## src/design/hsv_pkg.sv

```systemverilog
`default_nettype none

package hsv_pkg;

    // Host limits
    localparam int MAX_HOST_CHARS  = 253;
    localparam int MAX_LABEL_CHARS = 63;

    localparam logic [7:0] HOST_LEN_MAX  = 8'(MAX_HOST_CHARS);
    localparam logic [6:0] LABEL_LEN_MAX = 7'(MAX_LABEL_CHARS);
    localparam logic [7:0] CHAR_COUNT_SAT = 8'd255;
    localparam logic [3:0] V6_GROUP_SAT   = 4'd15;
    localparam logic [3:0] V6_GROUPS_FULL = 4'd8;
    localparam logic [2:0] V4_DOTS_FULL   = 3'd3;
    localparam logic [1:0] V4_DIGITS_MAX  = 2'd3;
    localparam logic [2:0] V6_HEX_MAX     = 3'd4;
    localparam logic [9:0] OCTET_MAX      = 10'd255;
    localparam logic [7:0] BRACKET_MIN_LEN = 8'd4;

    // Character codes
    localparam logic [7:0] CH_DOT    = 8'h2E;
    localparam logic [7:0] CH_COLON  = 8'h3A;
    localparam logic [7:0] CH_HYPHEN = 8'h2D;
    localparam logic [7:0] CH_LBRACK = 8'h5B;
    localparam logic [7:0] CH_RBRACK = 8'h5D;

    // Colon run codes
    localparam logic [1:0] RUN_NONE   = 2'd0;
    localparam logic [1:0] RUN_SINGLE = 2'd1;
    localparam logic [1:0] RUN_DOUBLE = 2'd2;

    typedef enum logic [1:0] {
        KIND_DOMAIN = 2'd0,
        KIND_IPV4   = 2'd1,
        KIND_IPV6   = 2'd2
    } host_kind_t;

    typedef struct packed {
        logic [7:0] char_count;
        logic       bracket_mode;
        logic       first_is_digit;
        logic       colon_seen;
        logic       v4_good;
        logic [2:0] v4_octet_count;
        logic [1:0] v4_digit_count;
        logic [9:0] v4_octet_value;
        logic       v6_good;
        logic [3:0] v6_group_count;
        logic [2:0] v6_hex_count;
        logic       v6_double_seen;
        logic [1:0] v6_colon_run;
        logic       dn_good;
        logic [6:0] dn_label_len;
        logic       dn_prev_hyphen;
        logic       dn_has_letter;
    } hsv_state_t;

    localparam hsv_state_t STATE_RESET = '{
        char_count:     8'd0,
        bracket_mode:   1'b0,
        first_is_digit: 1'b0,
        colon_seen:     1'b0,
        v4_good:        1'b1,
        v4_octet_count: 3'd0,
        v4_digit_count: 2'd0,
        v4_octet_value: 10'd0,
        v6_good:        1'b1,
        v6_group_count: 4'd0,
        v6_hex_count:   3'd0,
        v6_double_seen: 1'b0,
        v6_colon_run:   RUN_NONE,
        dn_good:        1'b1,
        dn_label_len:   7'd0,
        dn_prev_hyphen: 1'b0,
        dn_has_letter:  1'b0
    };

    function automatic logic is_dec(input logic [7:0] c);
        return (c >= 8'h30) && (c <= 8'h39);
    endfunction

    function automatic logic is_letter(input logic [7:0] c);
        return ((c >= 8'h61) && (c <= 8'h7A)) || ((c >= 8'h41) && (c <= 8'h5A));
    endfunction

    function automatic logic is_hex(input logic [7:0] c);
        return is_dec(c) || ((c >= 8'h61) && (c <= 8'h66)) || ((c >= 8'h41) && (c <= 8'h46));
    endfunction

endpackage

`default_nettype wire

```

## src/design/hsv_host_if.sv

```systemverilog
`default_nettype none

interface hsv_host_if;
    logic       valid;
    logic       ready;
    logic [7:0] ch;
    logic       last;
    logic       no_char;

    modport source (output valid, output ch, output last, output no_char, input ready);
    modport sink   (input valid, input ch, input last, input no_char, output ready);
endinterface

`default_nettype wire

```

## src/design/hsv_verdict_if.sv

```systemverilog
`default_nettype none

interface hsv_verdict_if;
    logic       valid;
    logic       ready;
    logic       valid_res;
    logic [1:0] host_kind;

    modport source (output valid, output valid_res, output host_kind, input ready);
    modport sink   (input valid, input valid_res, input host_kind, output ready);
endinterface

`default_nettype wire

```

## src/design/hsv_recog.sv

```systemverilog
`default_nettype none

module hsv_recog
    import hsv_pkg::*;
(
    input  hsv_state_t cur,
    input  logic [7:0] ch,
    input  logic       last,
    input  logic       no_char,
    output hsv_state_t nxt,
    output logic       ok,
    output host_kind_t kind
);

    hsv_state_t s;
    logic       first;
    logic       skip_v6;
    logic       v4_fin;
    logic       v6_fin;
    logic       dn_fin;
    logic [9:0] oct_next;

    always_comb
    begin
        s        = cur;
        first    = (cur.char_count == 8'd0);
        ok       = 1'b0;
        kind     = KIND_DOMAIN;
        oct_next = {cur.v4_octet_value[6:0], 3'b000} + {cur.v4_octet_value[8:0], 1'b0}
                 + {6'd0, ch[3:0]};

        if (first)
        begin
            s.bracket_mode   = (ch == CH_LBRACK);
            s.first_is_digit = is_dec(ch);
        end
        if (ch == CH_COLON)
            s.colon_seen = 1'b1;

        // IPv4 octets
        if (is_dec(ch))
        begin
            if (cur.v4_digit_count >= V4_DIGITS_MAX)
                s.v4_good = 1'b0;
            else
            begin
                if (cur.v4_digit_count == 2'd1 && cur.v4_octet_value == 10'd0)
                    s.v4_good = 1'b0;
                s.v4_octet_value = oct_next;
                s.v4_digit_count = cur.v4_digit_count + 2'd1;
                if (oct_next > OCTET_MAX)
                    s.v4_good = 1'b0;
            end
        end
        else if (ch == CH_DOT)
        begin
            if (cur.v4_digit_count == 2'd0 || cur.v4_octet_count >= V4_DOTS_FULL)
                s.v4_good = 1'b0;
            else
            begin
                s.v4_octet_count = cur.v4_octet_count + 3'd1;
                s.v4_digit_count = 2'd0;
                s.v4_octet_value = 10'd0;
            end
        end
        else
            s.v4_good = 1'b0;

        // LDH domain labels
        if (ch == CH_DOT)
        begin
            if (cur.dn_label_len == 7'd0 || cur.dn_prev_hyphen)
                s.dn_good = 1'b0;
            s.dn_label_len   = 7'd0;
            s.dn_prev_hyphen = 1'b0;
        end
        else if (is_letter(ch) || is_dec(ch) || ch == CH_HYPHEN)
        begin
            if (cur.dn_label_len >= LABEL_LEN_MAX)
                s.dn_good = 1'b0;
            else
            begin
                if (ch == CH_HYPHEN && cur.dn_label_len == 7'd0)
                    s.dn_good = 1'b0;
                s.dn_label_len   = cur.dn_label_len + 7'd1;
                s.dn_prev_hyphen = (ch == CH_HYPHEN);
                if (is_letter(ch))
                    s.dn_has_letter = 1'b1;
            end
        end
        else
            s.dn_good = 1'b0;

        // IPv6 groups; the brackets themselves bypass this recognizer
        skip_v6 = s.bracket_mode && (first || (last && ch == CH_RBRACK));
        if (!skip_v6)
        begin
            if (is_hex(ch))
            begin
                if (cur.v6_colon_run == RUN_SINGLE && cur.v6_group_count == 4'd0)
                    s.v6_good = 1'b0;
                if (cur.v6_hex_count >= V6_HEX_MAX)
                    s.v6_good = 1'b0;
                else
                begin
                    if (cur.v6_hex_count == 3'd0 && cur.v6_group_count < V6_GROUP_SAT)
                        s.v6_group_count = cur.v6_group_count + 4'd1;
                    s.v6_hex_count = cur.v6_hex_count + 3'd1;
                    s.v6_colon_run = RUN_NONE;
                end
            end
            else if (ch == CH_COLON)
            begin
                case (cur.v6_colon_run)
                    RUN_NONE:
                    begin
                        s.v6_colon_run = RUN_SINGLE;
                        s.v6_hex_count = 3'd0;
                    end
                    RUN_SINGLE:
                    begin
                        if (cur.v6_double_seen)
                            s.v6_good = 1'b0;
                        s.v6_double_seen = 1'b1;
                        s.v6_colon_run   = RUN_DOUBLE;
                    end
                    default:
                        s.v6_good = 1'b0;
                endcase
            end
            else
                s.v6_good = 1'b0;
        end

        if (cur.char_count != CHAR_COUNT_SAT)
            s.char_count = cur.char_count + 8'd1;

        // Verdicts on the updated state
        v4_fin = s.v4_good && (s.v4_octet_count == V4_DOTS_FULL) && (s.v4_digit_count != 2'd0);
        v6_fin = s.v6_good && (s.v6_colon_run != RUN_SINGLE)
              && (s.v6_double_seen ? (s.v6_group_count < V6_GROUPS_FULL)
                                   : (s.v6_group_count == V6_GROUPS_FULL));
        dn_fin = s.dn_good && !s.dn_prev_hyphen && s.dn_has_letter
              && (s.char_count <= HOST_LEN_MAX);

        if (s.bracket_mode)
        begin
            ok   = (s.char_count >= BRACKET_MIN_LEN) && (ch == CH_RBRACK) && v6_fin;
            kind = KIND_IPV6;
        end
        else if (s.first_is_digit && v4_fin)
        begin
            ok   = 1'b1;
            kind = KIND_IPV4;
        end
        else if (s.colon_seen)
        begin
            ok   = v6_fin;
            kind = KIND_IPV6;
        end
        else
        begin
            ok   = dn_fin;
            kind = KIND_DOMAIN;
        end

        if (no_char)
            ok = 1'b0;
        if (!ok)
            kind = KIND_DOMAIN;

        nxt = (last || no_char) ? STATE_RESET : s;
    end

endmodule

`default_nettype wire

```

## src/design/host_syntax_validator.sv

```systemverilog
// Host name syntax checker: one host character per word, one verdict per host.
// The word that ends a host is held in the input register, then its verdict is loaded into
// the result register, from which it is offered.
// Throughput: one word per cycle; input stalls only while a finished verdict waits and
// the next one is ready to leave the recognizer stage.
// Reset (rst_n low, asynchronous): both stages empty, all recognizer state at its start values.
`default_nettype none

module host_syntax_validator
    import hsv_pkg::*;
(
    input  wire logic     clk,
    input  wire logic     rst_n,
    hsv_host_if.sink      host,
    hsv_verdict_if.source verdict
);

    // Input register stage
    logic       s1_vld_reg;
    logic [7:0] s1_ch_reg;
    logic       s1_last_reg;
    logic       s1_none_reg;

    // Recognizer state carried between words of one host
    hsv_state_t state_reg;
    hsv_state_t state_next;

    // Result register stage
    logic       out_vld_reg;
    logic       out_ok_reg;
    host_kind_t out_kind_reg;

    logic       ok_next;
    host_kind_t kind_next;
    logic       s1_ends;
    logic       s1_adv;

    // A word that ends a host needs room in the result register; all others just pass.
    assign s1_ends    = s1_last_reg || s1_none_reg;
    assign s1_adv     = s1_vld_reg && (!s1_ends || !out_vld_reg || verdict.ready);
    assign host.ready = !s1_vld_reg || s1_adv;

    hsv_recog u_recog (
        .cur     (state_reg),
        .ch      (s1_ch_reg),
        .last    (s1_last_reg),
        .no_char (s1_none_reg),
        .nxt     (state_next),
        .ok      (ok_next),
        .kind    (kind_next)
    );

    // Capture the incoming word; hold it while the recognizer stage is stalled.
    always_ff @(posedge clk or negedge rst_n)
    begin
        if (!rst_n)
            s1_vld_reg <= 1'b0;
        else if (host.ready)
            s1_vld_reg <= host.valid;
    end

    always_ff @(posedge clk)
    begin
        if (host.ready && host.valid)
        begin
            s1_ch_reg   <= host.ch;
            s1_last_reg <= host.last;
            s1_none_reg <= host.no_char;
        end
    end

    // Advance the recognizer state once per word; it returns to start after each verdict.
    always_ff @(posedge clk or negedge rst_n)
    begin
        if (!rst_n)
            state_reg <= STATE_RESET;
        else if (s1_adv)
            state_reg <= state_next;
    end

    // Result register: load a verdict, drop it once taken.
    always_ff @(posedge clk or negedge rst_n)
    begin
        if (!rst_n)
            out_vld_reg <= 1'b0;
        else if (s1_adv && s1_ends)
            out_vld_reg <= 1'b1;
        else if (verdict.ready)
            out_vld_reg <= 1'b0;
    end

    always_ff @(posedge clk)
    begin
        if (s1_adv && s1_ends)
        begin
            out_ok_reg   <= ok_next;
            out_kind_reg <= kind_next;
        end
    end

    assign verdict.valid     = out_vld_reg;
    assign verdict.valid_res = out_ok_reg;
    assign verdict.host_kind = out_kind_reg;

    // An invalid verdict always reports the domain code.
    assert property (@(posedge clk) disable iff (!rst_n)
        (out_vld_reg && !out_ok_reg) |-> (out_kind_reg == KIND_DOMAIN))
        else $error("invalid verdict with nonzero host kind");

    // After a verdict leaves the recognizer, the next host starts from clean state.
    assert property (@(posedge clk) disable iff (!rst_n)
        (s1_adv && s1_ends) |=> (state_reg == STATE_RESET))
        else $error("recognizer state not cleared after verdict");

    // A stalled word in the input register is neither lost nor changed.
    assert property (@(posedge clk) disable iff (!rst_n)
        (s1_vld_reg && !s1_adv) |=> (s1_vld_reg && $stable(s1_ch_reg) && $stable(s1_last_reg)))
        else $error("stalled word lost or overwritten");

    // Input backpressure only arises with both stages full.
    assert property (@(posedge clk) disable iff (!rst_n)
        !host.ready |-> (s1_vld_reg && out_vld_reg && s1_ends))
        else $error("input stalled without a pending verdict");

endmodule

`default_nettype wire
```

## src/flat_wrapper.sv

```systemverilog
// flat-port wrapper written by rule: the top's interface ports become plain ports
module host_syntax_validator_flat import hsv_pkg::*;
  (clk, rst_n, host_valid, host_ch, host_last, host_no_char, host_ready, verdict_valid, verdict_valid_res, verdict_host_kind, verdict_ready);
  hsv_host_if host_i ();
  hsv_verdict_if verdict_i ();
  input  wire logic clk;
  input  wire logic rst_n;
  input wire logic [$bits(host_i.valid)-1:0] host_valid;
  input wire logic [$bits(host_i.ch)-1:0] host_ch;
  input wire logic [$bits(host_i.last)-1:0] host_last;
  input wire logic [$bits(host_i.no_char)-1:0] host_no_char;
  output wire logic [$bits(host_i.ready)-1:0] host_ready;
  output wire logic [$bits(verdict_i.valid)-1:0] verdict_valid;
  output wire logic [$bits(verdict_i.valid_res)-1:0] verdict_valid_res;
  output wire logic [$bits(verdict_i.host_kind)-1:0] verdict_host_kind;
  input wire logic [$bits(verdict_i.ready)-1:0] verdict_ready;
  assign host_i.valid = host_valid;
  assign host_i.ch = host_ch;
  assign host_i.last = host_last;
  assign host_i.no_char = host_no_char;
  assign host_ready = host_i.ready;
  assign verdict_valid = verdict_i.valid;
  assign verdict_valid_res = verdict_i.valid_res;
  assign verdict_host_kind = verdict_i.host_kind;
  assign verdict_i.ready = verdict_ready;
  host_syntax_validator u_core (.clk(clk), .rst_n(rst_n), .host(host_i), .verdict(verdict_i));
endmodule
```

## config.mk

```make
export PLATFORM = sky130hd
export DESIGN_NAME = host_syntax_validator_flat
export DESIGN_NICKNAME = d
export VERILOG_FILES = /design/src/design/hsv_pkg.sv /design/src/design/hsv_host_if.sv /design/src/design/hsv_verdict_if.sv /design/src/design/hsv_recog.sv /design/src/design/host_syntax_validator.sv /design/src/flat_wrapper.sv
export SDC_FILE = /design/constraint.sdc
export NUM_CORES = 1
export LEC_CHECK = 0
export ABC_CLOCK_PERIOD_IN_PS = 3200
export BUFFER_PORTS_ARGS = -buffer_cell sky130_fd_sc_hd__buf_2
export CAP_MARGIN = 20
export CORE_MARGIN = 4
export CORE_UTILIZATION = 56
export DETAILED_ROUTE_END_ITERATION = 10
export PLACE_DENSITY_LB_ADDON = 0.05
export SYNTH_ARGS = -nofsm -noshare
export SYNTH_HDL_FRONTEND = slang
export SYNTH_SLANG_ARGS = --single-unit
export TNS_END_PERCENT = 100
```

## constraint.sdc

```tcl
create_clock -name clk -period 3.2 [get_ports clk]
set_clock_uncertainty 0.1 [all_clocks]
set_input_delay 0.96 -clock clk [delete_from_list [all_inputs] [get_ports clk]]
set_output_delay 0.96 -clock clk [all_outputs]
set_load 0.01 [all_outputs]
```

# --- After elaboration in Yosys (flattened, before gate mapping) ---
# Cells that the tools add are included.
word_totals:
  in_bits: 14
  output_inout_bits: 5
  register_bits: 63
  word_cells: 176
op_classes:
  n_lt_le_gt_ge: 17
  n_bitwise: 1
  add_sub_neg: 8
  n_eq_ne: 16
  muxes: 52
  n_reduce_logical: 57
op_table:
  columns: ["op", "count"]
  rows:
  - ["$mux W48", 1]
  - ["$le A8 B7 Y1 const B", 4]
  - ["$mux W15", 2]
  - ["$mux W1", 27]
  - ["$mux W9", 3]
  - ["$eq A8 B6 Y1 const B", 3]
  - ["$logic_and A1 B1 Y1", 24]
  - ["$mux W12", 2]
  - ["$eq A8 B7 Y1 const B", 2]
  - ["$ge A8 B7 Y1 const B", 2]
  - ["$logic_or A1 B1 Y1", 12]
  - ["$mux W2", 6]
  - ["$ne A3 B2 Y1 const B", 4]
  - ["$reduce_bool A3 Y1", 4]
  - ["$mux W11", 1]
  - ["$add A10 B10 Y10", 1]
  - ["$add A10 B4 Y10", 1]
  - ["$gt A10 B8 Y1 const B", 1]
  - ["$logic_not A10 Y1", 1]
  - ["$mux W3", 3]
  - ["$add A8 B1 Y8 const B", 1]
  - ["$ge A8 B3 Y1 const B", 1]
  - ["$ge A8 B6 Y1 const B", 1]
  - ["$le A8 B6 Y1 const B", 1]
  - ["other kinds (33)", 43]

# --- Depth between registers and ports, before layout ---
depth:
  ltp_word: 17
  depth_mapped: 13
  mapped_depth_nobuf: 12

# --- Modules after synthesis ---
# From an unflattened synthesis, not the netlist that was laid out.
unflattened:
  cells_unflattened: 463
  hier_area_um2: 4568.1
by_module_without_submodules:
  columns: ["mod", "n_inst", "seq_area_each_um2", "area_each_um2", "cells_each"]
  rows:
  - ["host_syntax_validator", 1, 1645.3, 2342.2, 126]
  - ["hsv_recog", 1, 0.0, 2225.9, 337]

# --- Worst setup path after synthesis ---
# Ideal clock, no wire load.
synth_timing:
  kind: "register to register"
  startpoint: "register u_core.s1_ch_reg[6]"
  endpoint: "register u_core.out_kind_reg[1], in the netlist u_core.verdict.host_kind[1] (data pin)"
  setup_ps: 258
  stages_incl_launch_ff: 9
  n_path_buf: 1
  synth_period_minus_slack_ps: 3217
  arrival_ps: 2859
  setup_slack_ps: -17
  required_time_ps: 2842
  cell_sequence: "edfxtp_1 or4b_4 or4_1 clkbuf_2 o31a_1 or4_4 o31ai_4 mux2i_1 nor3b_2"
synth_between:
  elab_chain_cells: 15
  elab_cells_between_ends: 73
  classes_between: "order compare (9); eq/ne (8); mux (30); reduce/logical (26)"
synth_rtl:
  columns: ["item", "line", "rtl"]
  rows:
  - ["from (decl)", "host_syntax_validator.sv:20", "logic [7:0] s1_ch_reg;"]
  - ["from (signal assigned)", "host_syntax_validator.sv:66", "s1_ch_reg <= host.ch;"]
  - ["parallel branches: the longest is 15 deep, another holds $ge A8 B6 Y1", null, null]
  - ["to (signal assigned)", "host_syntax_validator.sv:97", "out_kind_reg <= kind_next;"]
  - ["to (decl)", "host_syntax_validator.sv:31", "host_kind_t out_kind_reg;"]
# Parallel ways; which one is timed is not known. The select of a mux whose other input is x is not followed.
# A chain may end at the register's enable or synchronous reset.

# --- Worst setup path after layout ---
layout_timing:
  startpoint: "register u_core.s1_ch_reg[3]"
  endpoint: "register u_core.out_ok_reg, in the netlist u_core.verdict.valid_res (data pin)"
layout_between:
  elab_chain_cells: 15
  elab_cells_between_ends: 74
  classes_between: "add/sub (1); order compare (10); eq/ne (8); mux (29); reduce/logical (26)"
layout_rtl:
  columns: ["item", "line", "rtl"]
  rows:
  - ["parallel branches: the longest is 13 deep, another holds $add A10 B4 Y10", null, null]
  - ["$mux W1 (*)", "hsv_recog.sv:146", "if (s.bracket_mode)"]
  - ["$mux W1 (*)", "hsv_recog.sv:167", "if (no_char)"]
  - ["net u_core.ok_next", "host_syntax_validator.sv:33", "logic ok_next;"]
  - ["to (signal assigned)", "host_syntax_validator.sv:96", "out_ok_reg <= ok_next;"]
  - ["to (decl)", "host_syntax_validator.sv:30", "logic out_ok_reg;"]
# Mark *: on every way through the listed nets, which the timed path passes. The select of a mux whose other input is x is not followed.

==> results.md <==
* Status: finished, final reports clean
* Row count at 31
* Post-Layout Cell Count at 610
* Die area at 8850 um2
* Hold-fix buffers at CTS at 0
* Top cell type's share of synthesized area at 0.283
* Critical path's most frequent cell: fa_1
* Hold Path Depth at 2
* Clock root buffer: clkbuf_8
* Largest delay share family, worst path: adder cells
* Asr flop ratio synth at 0.794
* Area grow syn2layout at 15.0%
* Startpoint types: flip-flop
* Worst reg2reg path depth at 11
* Pin count of the biggest net entering global routing at 32
* Min cycle time layout at 3.12 ns
* Post-synth EDFFs at 13
* Mapped Nets at 502
* Routability Congestion at 0.913
* ANT nets after route at 0
* Worst path buffer plus inverter count at 1
* Crit path max-delay cell type: fa_1
* Worst path cell trace: inv_1 -> fa_1 -> fa_1 -> nand2b_4 -> a21oi_2 -> o21a_1 -> nor2_1 -> xnor2_1 -> o31ai_4 -> a21oi_1 -> a211oi_2
* Crit-path max cell delay at 0.47 ns
* Post-synthesis register bit count at 63
* Reg-to-reg startpoint: u_core.s1_ch_reg[3]
* TNS Setup at 0 ns
* Arrival @ worst endpoint at 3.10 ns
* Final Hold Vio Count at 0
* MaxCap Viol Count at 0
* Number of diodes at 0
* Post-synthesis cell type count at 70
* Leak pwr at 2.11 nW
* FF-to-FF setup slack at 0.08 ns
* Slew @ Worst Pin at 0.754 ns
* PortBufs at 18
* Top_reg_cell synth: dfrtp_1
* Final wirelength at 9.90 mm
* Post-layout worst setup margin at 0.0774 ns
* Total congestion overflow at 0
* CP Capture Type: flip-flop
* All-Layer GR Usage at 0.240
* Slew HR at 0.497
* Dpl cells at 589
* Syn Std Cell Area at 4150 um2
* Crit path required time at 3.17 ns
* Syn. warnings at 0
* HPWL after DPL at 7.24 mm
* Peak VDD IR at 0.267 mV
* Fillers at 621
* Worst hold slack at 0.377 ns
* DR iter-0 viols at 262
* First-pass GRT wire length at 16.6 mm
* Synthesized area per cell at 9.00 um2
* Clock-pin slew on the worst setup and hold paths at 0.06 ns
* Nets at 547
* Pre-CTS setup slack at 0.0402 ns
* Min-Delay Endpoint: u_core.state_reg[20]
* Total CTS buffers at 9
* Sequential-to-total area share from yosys stat at 0.397
* Kind of critical path: reg2reg
* Max reg flops at 48
* Final Slew Violations at 0
* Hold_sp: u_core.state_reg[20]
* Worst-skew pair later-pin latency at 0.34 ns
* Period utilization at 0.976
* Remaining DRCs at 0
* Clock Sink Count at 63
* Die Y at 94.1 um
* Count leader, synth: nand2_1
* R2R Path End: u_core.verdict.valid_res
* Area contributors post-synth: dfrtp_1 28%, edfxtp_1 9.4%, ha_1 7.5%
* DRT Pass-1 Iters at 6
* Share of layout cells above drive strength 1 at 0.182
* Yosys top cell by area: dfrtp_1
* Chip Width at 94.1 um
* Via density at 6.03
* Via count at 3,677
* PD cells at 360 nW/um2
* Top cells by count, synth: 48 x nand2_1, 47 x dfrtp_1, 38 x nor2_1, 36 x o21ai_0, 32 x a21oi_1
* IO Count at 19
* Average wire per standard cell at 16.2 um
* CTS tree: done
* Core Footprint at 7210 um2
* Vias in the first global route at 3,450
* Fmax at 320 MHz
* Min-delay worst type: reg2reg
* H-Tree Level Count at 3
* Starting Density at 0.575
* Final setup viols at 0
* CP max FO at 3
* Antenna violations before repair at 0
* Cells after Synth at 461
* Max Root-Sink Buffers at 2
-- worst register-to-register path: cells and delay by family (launching register included) --
family	cells	cell delay, ns
adder cells (fa/ha/maj)	2	0.92
AO/OA/AOI/OAI	5	0.76
flip-flops	1	0.41
XOR/XNOR	1	0.37
AND/OR/NAND/NOR	2	0.22
buffers and inverters	1	0.09
-- through the flow --
step	utilization	total power, mW	area [um2]
2_1_floorplan	-	1.04	4150
3_3_place_gp	0.626	1.14	4520
3_5_place_dp	0.626	1.14	4520
4_1_cts	0.647	1.72	4670
5_1_grt	0.661	1.80	4770
6_report	0.661	1.72	4770
-- cell families after synthesis --
| kind of cell | count (synthesis) | synth area share |
|---|---|---|
| mux | 5 | 0.0127 |
| xor+xnor | 6 | 0.0127 |
| fa+ha+maj | 27 | 0.0850 |
| simple gates | 178 | 0.231 |
| buf+inv | 46 | 0.0419 |
| compound gates | 136 | 0.220 |
| flops | 63 | 0.397 |
-- final cells by class --
class / instances / area (um2) / share of cell area
inverters: 27 / 101 / 0.0212
clock inverters: 2 / 10.0 / 0.00210
well taps: 99 / 124 / 0.0260
clock buffers: 14 / 143 / 0.0299
multi-input cells: 352 / 2390 / 0.502
repair buffers: 53 / 353 / 0.0740
flip-flops and latches: 63 / 1650 / 0.345
-- placed cells by master, fill, tap and decap left out, types with 7 or more instances in the layout --
| cell type | instances |
|---|---|
| o21ai_0 | 36 |
| ha_1 | 25 |
| buf_2 | 18 |
| nand2_1 | 48 |
| edfxtp_1 | 13 |
| a21oi_1 | 31 |
| inv_1 | 27 |
| nand3_1 | 16 |
| buf_4 | 35 |
| a22o_1 | 9 |
| nor2_1 | 38 |
| dfrtp_1 | 47 |
| and3_1 | 11 |
| a31oi_1 | 11 |
| nand2b_1 | 9 |
| nor4_1 | 7 |
| clkbuf_8 | 9 |
| nor3_1 | 9 |
-- how the worst max path moves through the flow --
| stage | to | cells past startpoint | start |
|---|---|---|---|
| after floorplan | u_core.verdict.host_kind[1] | 8 | u_core.s1_ch_reg[6] |
| after global placement | u_core.verdict.valid_res | 9 | u_core.s1_ch_reg[6] |
| after detailed placement | u_core.verdict.host_kind[1] | 11 | u_core.s1_ch_reg[3] |
| after CTS | u_core.verdict.host_kind[1] | 11 | u_core.s1_ch_reg[3] |
| after global routing | u_core.verdict.host_kind[1] | 11 | u_core.s1_ch_reg[3] |
| final | u_core.verdict.valid_res | 11 | u_core.s1_ch_reg[3] |
-- repair_timing --
item / CTS / global route
resized for setup: 0 / 11
setup endpoints to repair: 0 / 4
setup buffers: 0 / 5
-- per-layer routing --
layer	vias up	share of wire	track usage
met3	9	0.054	0.0296
li1	1802	-	-
met1	1761	0.47	0.348
met2	105	0.47	0.368
met4	0	0.011	0.0854
met5	-	0	0
-- report_power, final --
| part | total (mW) | internal (mW) | switching, mW |
|---|---|---|---|
| logic | 0.244 | 0.0951 | 0.149 |
| clock network | 0.578 | 0.280 | 0.297 |
| registers | 0.894 | 0.860 | 0.0333 |
Power figures use the tool's default switching activity.
